===== src/hdl/sssd_pkg.sv =====
// Shared types, constants and the segment font for the seven-segment scan driver.
// No dependencies.
`timescale 1ns / 1ps

package sssd_pkg;

	typedef enum logic {
		OP_TICK = 1'b0,
		OP_LOAD = 1'b1
	} op_t;

	localparam logic [15:0] LOAD_LIMIT   = 16'd10000;
	localparam logic [15:0] PERIOD_RESET = 16'd5;

	// Reciprocals for exact division of values below 10000
	localparam logic [15:0] RECIP10   = 16'd52429; // >> 19
	localparam logic [12:0] RECIP100  = 13'd5243;  // >> 19
	localparam logic [13:0] RECIP1000 = 14'd8389;  // >> 23

	// Quotients of one load value, v/10, v/100, v/1000
	typedef struct packed {
		logic       in_range;
		logic [9:0] q10;
		logic [6:0] q100;
		logic [3:0] q1000;
	} quot_t;

	// Bit0 = a .. bit6 = g, bit7 = dp (never lit); non-decimal codes dark
	function automatic logic [7:0] seg_font(input logic [3:0] code);
		logic [7:0] seg;
		case (code)
			4'd0:    seg = 8'h3F;
			4'd1:    seg = 8'h06;
			4'd2:    seg = 8'h5B;
			4'd3:    seg = 8'h4F;
			4'd4:    seg = 8'h66;
			4'd5:    seg = 8'h6D;
			4'd6:    seg = 8'h7D;
			4'd7:    seg = 8'h07;
			4'd8:    seg = 8'h7F;
			4'd9:    seg = 8'h6F;
			default: seg = 8'h00;
		endcase
		return seg;
	endfunction

endpackage


===== src/hdl/seven_segment_scan_driver_top.sv =====
// Top level of the four-digit multiplexed seven-segment scan driver.
// Depends on sssd_pkg and sssd_bcd_split.
//
//   channel  | handshake            | payload
//   ---------+----------------------+-------------------------------------
//   input    | in_valid / in_ready  | opcode, value
//   output   | out_valid / out_ready| segments, digit_select, scanned
//   config   | cfg_we (no wait)     | cfg_wdata -> refresh_period
//
// One item per cycle sustained while the output is not stalled; the result
// passes the input register (with decimal quotients), then the result register.
// State (prescaler, digits, scan index, latches) updates as an item moves
// from the input register into the result register.
// A stalled output holds the result register; the input register still
// takes a new item in the cycle the result is taken.
// Reset clears all control state; refresh_period resets to 5.
`timescale 1ns / 1ps

module seven_segment_scan_driver_top (
	input  logic        clk,
	input  logic        arst_n,
	input  logic        in_valid,
	output logic        in_ready,
	input  logic        opcode,
	input  logic [15:0] value,
	output logic        out_valid,
	input  logic        out_ready,
	output logic [7:0]  segments,
	output logic [3:0]  digit_select,
	output logic        scanned,
	input  logic        cfg_we,
	input  logic [15:0] cfg_wdata
);

	// low 4 bits of 10*q, enough since the remainder is a decimal digit
	function automatic logic [3:0] times10_lo(input logic [3:0] q);
		return {q[0], 3'b000} + {q[2:0], 1'b0};
	endfunction

	// ---------------- input register ----------------
	sssd_pkg::quot_t quot_in;
	logic            valid_s1;
	sssd_pkg::op_t   op_s1;
	logic [3:0]      xlo_s1;   // low nibble of the value, for the ones digit
	sssd_pkg::quot_t quot_s1;
	logic            advance;

	sssd_bcd_split u_split (
		.value (value),
		.quot  (quot_in)
	);

	assign advance  = valid_s1 && (!out_valid || out_ready);
	assign in_ready = !valid_s1 || advance;

	always_ff @(posedge clk or negedge arst_n) begin
		if (!arst_n) begin
			valid_s1 <= 1'b0;
		end else if (in_ready) begin
			valid_s1 <= in_valid;
		end
	end

	always_ff @(posedge clk) begin
		if (in_ready && in_valid) begin
			op_s1   <= sssd_pkg::op_t'(opcode);
			xlo_s1  <= value[3:0];
			quot_s1 <= quot_in;
		end
	end

	// ---------------- block state ----------------
	logic [15:0] refresh_period_q;
	logic [15:0] tick_count_q;
	logic [3:0]  digit_q [4];
	logic [1:0]  scan_index_q;
	logic [7:0]  seg_latch_q;
	logic [3:0]  sel_latch_q;

	always_ff @(posedge clk or negedge arst_n) begin
		if (!arst_n) begin
			refresh_period_q <= sssd_pkg::PERIOD_RESET;
		end else if (cfg_we) begin
			refresh_period_q <= cfg_wdata;
		end
	end

	// digits from the registered quotients
	logic [3:0] new_digit [4];
	assign new_digit[0] = xlo_s1 - times10_lo(quot_s1.q10[3:0]);
	assign new_digit[1] = quot_s1.q10[3:0] - times10_lo(quot_s1.q100[3:0]);
	assign new_digit[2] = quot_s1.q100[3:0] - times10_lo(quot_s1.q1000);
	assign new_digit[3] = quot_s1.q1000;

	logic [15:0] tick_next;
	logic        do_scan;
	logic [1:0]  idx;
	logic [7:0]  seg_next;
	logic [3:0]  sel_next;

	assign tick_next = tick_count_q + 16'd1;
	assign do_scan   = (op_s1 == sssd_pkg::OP_TICK) && (tick_next == refresh_period_q);

	// leading-zero narrowing; the ones digit always stays in range
	always_comb begin
		idx = scan_index_q;
		if (digit_q[3] == 4'd0 && digit_q[2] == 4'd0 && digit_q[1] == 4'd0) begin
			idx = 2'd0;
		end else if (digit_q[3] == 4'd0 && digit_q[2] == 4'd0) begin
			idx = {1'b0, scan_index_q[0]};
		end else if (digit_q[3] == 4'd0) begin
			idx = (scan_index_q == 2'd3) ? 2'd0 : scan_index_q;
		end
	end

	assign seg_next = do_scan ? sssd_pkg::seg_font(digit_q[idx]) : seg_latch_q;
	assign sel_next = do_scan ? (4'b0001 << idx) : sel_latch_q;

	always_ff @(posedge clk or negedge arst_n) begin
		if (!arst_n) begin
			tick_count_q <= '0;
			scan_index_q <= '0;
			seg_latch_q  <= '0;
			sel_latch_q  <= '0;
			for (int i = 0; i < 4; i++) begin
				digit_q[i] <= '0;
			end
		end else if (advance) begin
			if (op_s1 == sssd_pkg::OP_LOAD) begin
				if (quot_s1.in_range) begin
					for (int i = 0; i < 4; i++) begin
						digit_q[i] <= new_digit[i];
					end
				end
			end else if (do_scan) begin
				tick_count_q <= '0;
				scan_index_q <= idx + 2'd1;
				seg_latch_q  <= seg_next;
				sel_latch_q  <= sel_next;
			end else begin
				tick_count_q <= tick_next;
			end
		end
	end

	// ---------------- result register ----------------
	always_ff @(posedge clk or negedge arst_n) begin
		if (!arst_n) begin
			out_valid <= 1'b0;
		end else if (advance) begin
			out_valid <= 1'b1;
		end else if (out_ready) begin
			out_valid <= 1'b0;
		end
	end

	always_ff @(posedge clk) begin
		if (advance) begin
			segments     <= seg_next;
			digit_select <= sel_next;
			scanned      <= do_scan;
		end
	end

	// ---------------- assertions ----------------
	a_scan_strobe: assert property (@(posedge clk) disable iff (!arst_n)
		out_valid && scanned |-> $onehot(digit_select))
		else $error("scan result without a one-hot strobe");

	a_scan_lit: assert property (@(posedge clk) disable iff (!arst_n)
		out_valid && scanned |-> segments != 8'h00 && !segments[7])
		else $error("scanned digit shows no segments or a lit dp");

	a_sel_latch: assert property (@(posedge clk) disable iff (!arst_n)
		$onehot0(sel_latch_q))
		else $error("strobe latch has more than one digit");

	a_empty_ready: assert property (@(posedge clk) disable iff (!arst_n)
		!out_valid |-> in_ready)
		else $error("input stalled with an empty result register");

endmodule


===== src/hdl/sssd_bcd_split.sv =====
// Decimal quotient stage: v/10, v/100, v/1000 of a load value by reciprocal multiply.
// Depends on sssd_pkg.
`timescale 1ns / 1ps

module sssd_bcd_split (
	input  logic [15:0]          value,
	output sssd_pkg::quot_t      quot
);

	logic [13:0] x;
	logic [29:0] p10;
	logic [26:0] p100;
	logic [27:0] p1000;

	// Only in-range values are used, and they fit in 14 bits
	assign x     = value[13:0];
	assign p10   = 30'(x) * 30'(sssd_pkg::RECIP10);
	assign p100  = 27'(x) * 27'(sssd_pkg::RECIP100);
	assign p1000 = 28'(x) * 28'(sssd_pkg::RECIP1000);

	assign quot.in_range = (value < sssd_pkg::LOAD_LIMIT);
	assign quot.q10      = p10[28:19];
	assign quot.q100     = p100[25:19];
	assign quot.q1000    = p1000[26:23];

endmodule

===== config.mk =====
export PLATFORM = sky130hd
export DESIGN_NAME = seven_segment_scan_driver_top
export DESIGN_NICKNAME = d
export VERILOG_FILES = /design/src/hdl/sssd_pkg.sv /design/src/hdl/seven_segment_scan_driver_top.sv /design/src/hdl/sssd_bcd_split.sv
export SDC_FILE = /design/constraint.sdc
export NUM_CORES = 1
export LEC_CHECK = 0
export BUFFER_PORTS_ARGS = -buffer_cell sky130_fd_sc_hd__buf_2
export CAP_MARGIN = 20
export CORE_ASPECT_RATIO = 0.7
export CORE_MARGIN = 1.5
export CORE_UTILIZATION = 40
export DETAILED_ROUTE_END_ITERATION = 16
export GPL_ROUTABILITY_DRIVEN = 0
export PLACE_DENSITY = 0.66
export SLEW_MARGIN = 10
export SYNTH_ARGS = -nofsm -noshare
export SYNTH_HDL_FRONTEND = slang
export SYNTH_HIERARCHICAL = 1
export SYNTH_SLANG_ARGS = --single-unit

===== constraint.sdc =====
create_clock -name clk -period 4.8 [get_ports clk]
set_clock_uncertainty 0.2 [all_clocks]
set_input_delay 0.72 -clock clk [delete_from_list [all_inputs] [get_ports clk]]
set_output_delay 0.72 -clock clk [all_outputs]
set_load 0.01 [all_outputs]

Yosys cells after proc, flatten, opt, wreduce, memory -nomap -nowiden
Memory sizes are Yosys's and may differ from the RTL's. Cells that the tools add are included.

$add $sub $neg: 8. $mul: 3. Order comparisons: 2. Eq/ne operators: 2. Shift-type cells: 1. Muxes and demuxes: 12. Bitwise logic cells: 2. Reductions and logical operators: 16.

Operator list (number): $mul 14x14->27 const B (1); $mul 14x13->23 const B (1); $mul 14x16->23 const B (1); $add 16x1->16 const B (1); $eq 16x16->1 (1); $lt 16x14->1 const B (1); $mux 16 (1); $add 4x4->4 (3); $logic_not 4->1 (3); $mux 4 (3); $sub 4x4->4 (3); $bmux 4 s2 (1); $mux 2 (4); $mux 8 (1); $reduce_and 3->1 (2); $logic_and 1x1->1 (5); $shl 1x2->4 const A (1); $ge 3x3->1 const B (1); $not 2->3 (1); $add 2x1->2 const B (1); $eq 2x2->1 const B (1); $logic_not 1->1 (2); $logic_or 1x1->1 (2); $mux 1 (2); 3 further kinds (3).

Bits in registers: 95. Memory bits (read-only): 112. Output and inout bits: 15. Word-level logic and storage cells: 67. Memories: 1.

Memories: (no name shown) (depth 16, bits a word 7, rd ports 1, clocked after memory_dff 0, write ports 0, line sssd_pkg.sv:31) `case (code)`.

Longest topological paths before layout
An unclocked memory read counts as a cell.

Word-level depth: 11. Depth in mapped cells: 21. Mapped depth without buffers: 21.

Modules after synthesis
The synthesis kept the hierarchy.

By module, submodules not included: sssd_bcd_split (instances 1, cells each 899, area each 8469.4 sq um); seven_segment_scan_driver_top (instances 1, cells each 441, area each 5077.4 sq um).

Worst setup path after synthesis
No wires, ideal clock.

Kind: in2reg. Start: input port value[12]. End: register quot_s1[14] in the netlist's numbering (data pin). Arrival time: 5164 ps. Slack: -826 ps. Stages on the path: 21. Cells stage by stage: inv_1 ha_1 inv_1 fa_1 inv_1 fa_1 fa_1 inv_1 fa_1 inv_1 fa_1 inv_1 ha_1 and4_2 nand2_1 a311oi_2 o21ai_0 nand2b_1 and2_1 nor2_1 xnor2_1.

RTL lines: start: declaration (line seven_segment_scan_driver_top.sv:25) `input logic [15:0] value,`; end signal: assignment (line seven_segment_scan_driver_top.sv:68) `quot_s1 <= quot_in;`; end: declaration (line seven_segment_scan_driver_top.sv:45) `sssd_pkg::quot_t quot_s1;`.

==> results.toml <==
[timing]
finalHoldWorstSlack_ns = 0.0169
maxClockFrequency_ghz = 0.193
slew_violations = 0
maxSlewHeadroom_pct = 39.1
post-route-period-util_pct = 108
setup_tns_ns = -1.77
tightest_slew_ns = 0.911
hold_viol_final = 0
rsz0062_at_grt = "yes"
finalSetupViolCount = 9
setup_ws_ns = -0.378
fin_crit_ns = 5.18

[power_and_ir_drop]
swShare_pct = 44.7
power_leakage_nw = 8.14
combPwrFrac_pct = 73.3
p_int_mw = 3.98
p_seq_share_pct = 16.7
ir_drop_mv = 0.438
clockPowerShare_pct = 9.9
p_per_area_mw_per_mm2 = 460
p_sw_mw = 3.21

[worst_setup_path]
worstSetupPathType = "input pin to flop"
crit_path_start_kind = "input pin"
r2r_cells = 8
required_ns = 4.70
worst-r2r-setup-slack_ns = 0.95
critPathMaxStageDelay_ns = 0.50
cp_max_fo = 4
r2r_start = "tick_count_q[0]"
endpoint_kind = "flop"
path_cells = "buf_12 > inv_12 > ha_4 > inv_2 > fa_1 > inv_2 > fa_1 > fa_1 > inv_1 > fa_1 > inv_2 > fa_1 > inv_1 > ha_1 > and4_4 > nand2_2 > a311oi_2 > o21ai_2 > nand2b_4 > and2_4 > nor2_2 > xnor2_1"
cp_slowest_cell = "fa_1"
worstPathArrival_ns = 5.07
worstReg2RegEnd = "segments[6]"
cp_common_cell = "fa_1"

[worst_hold_path]
hold_class = "input pin to asynchronous set/reset pin"

[drt]
wl_um = 30500
ant_nets = 0
avgRoutedWirePerCell_um = 16.2
top_layer = "met4"
initialDrtViolationCount = 536
drc = 0
dr_wl_met3_um = 1700
wl_met1_um = 15400
vias_per_cell = 4.92
wl_met2_um = 13200
drtPass1Iterations = 4
vias = 9260

[die]
fp.dieH_um = 153
die_x_um = 217
top_level_ports = 53
start_util_pct = 40.9
rows = 54
core_area_mm2 = 0.0313
die-area_mm2 = 0.0331

[synth]
synth_nets = 1691
postSynthAreaPerCell_um2 = 10.2
syn_area_mm2 = 0.0128
yosysWarnings = 6
synth_cells = 1258

[global_route]
grt_pass1_wl_um = 49800
grt_max_degree = 44
grt_pass1_vias = 9605
grt-ovfl-total = 0
grt_use_total_pct = 19.1
antenna_found_initial = 1

[cts]
cts_root_buffer = "clkbuf_16"
clk_pin_slew_ns = 0.08
cts_tree = "yes"
cts_buffer_depth = 2
htree_levels = 3
clk_latency_ns = 0.35
cts_hold_buffers = 0
cts_buffers = 9
cts.sinks = 95

[cells_and_area]
drive_gt1_share_pct = 25.6
antennaDiodeCount = 0
area_growth_pct = 22.3
nNetsFinal = 1892

[placed_design]
place_hpwl_um = 25500
pre_cts_ws_ns = -0.881
portBuffers = 52

[status]
violations = "setup timing"
outcome = "finished, violations left"

[job]
drv_cap = 0
metrics by stage:
step / instances / instance area (µm²) / power, mW / utilization, %
3_3_place_gp: 1851 / 14700 / 5.84 / 47.0
6_report: 1884 / 15600 / 7.19 / 50.0
2_1_floorplan: 1258 / 12900 / 4.51 / -
3_5_place_dp: 1851 / 14700 / 5.98 / 47.0
5_1_grt: 1884 / 15600 / 8.04 / 50.0
4_1_cts: 1876 / 15300 / 6.98 / 48.8
cell usage in the layout (no fill, tap or decap), types with 21 or more instances in the layout:
master and n:
fa_1 135, ha_4 28, a21oi_1 22, inv_1 312, buf_4 148, mux2_2 36
ha_1 224, xor2_1 22, nand2_1 57, a21o_1 21, buf_2 48, edfxtp_1 31
o21ai_0 32, dfrtp_1 62, xnor2_1 27
power by group through the flow:
stage	logic [mW]	clock network (mW)	registers, mW
detailed placement	4.76	0	1.22
floorplan	3.36	0	1.15
CTS	5.05	0.732	1.20
global placement	4.62	0	1.21
global route	6.05	0.764	1.23
finish	5.27	0.714	1.20
layout make-up:
cell class / instances / area, µm²
Clock buffer: 9 / 225
Clock inverter: 7 / 71.3
Fill cell: 2739 / 15600
Inverter: 321 / 1220
Multi-Input combinational cell: 820 / 9490
Sequential cell: 95 / 2530
Tap cell: 420 / 526
Timing Repair Buffer: 212 / 1570
critical path: cells and delay by family:
family	cells	cell delay [ns]
compound gates	2	0.37
xor+xnor	1	0.12
fa+ha+maj	7	2.97
simple gates	5	0.52
buf+inv	7	0.36
how the worst max path moves through the flow:
stage / from / end / slack (ns) / depth (start not counted)
floorplan: value[12] / quot_s1[14] / -0.43 / 21
global placement: value[12] / quot_s1[14] / -0.82 / 22
detailed placement: value[12] / quot_s1[14] / -0.88 / 22
CTS: value[12] / quot_s1[14] / -0.39 / 22
global route: value[12] / quot_s1[14] / -0.50 / 22
finish: value[12] / quot_s1[14] / -0.38 / 22
registers in the layout, indices dropped and copies added, names as in the netlist, 8 cells and up:
signal and count:
tick_count_q 16, quot_s1 9, seg_latch_q 8, digit_q 16, refresh_period_q 16, segments 8
routing by layer:
layer | vias to the layer above | GRT usage, %
met1 | 4553 | 29.3
met4 | 0 | 2.41
li1 | 4494 | -
met2 | 190 | 28.7
met5 | - | 0
met3 | 23 | 3.37
what timing repair did:
action,CTS,global route
pin swaps,23,11
setup endpoints to repair,12,12
buffers inserted,9,7
gates resized for setup,39,51
(Power assumes the default switching activity.)
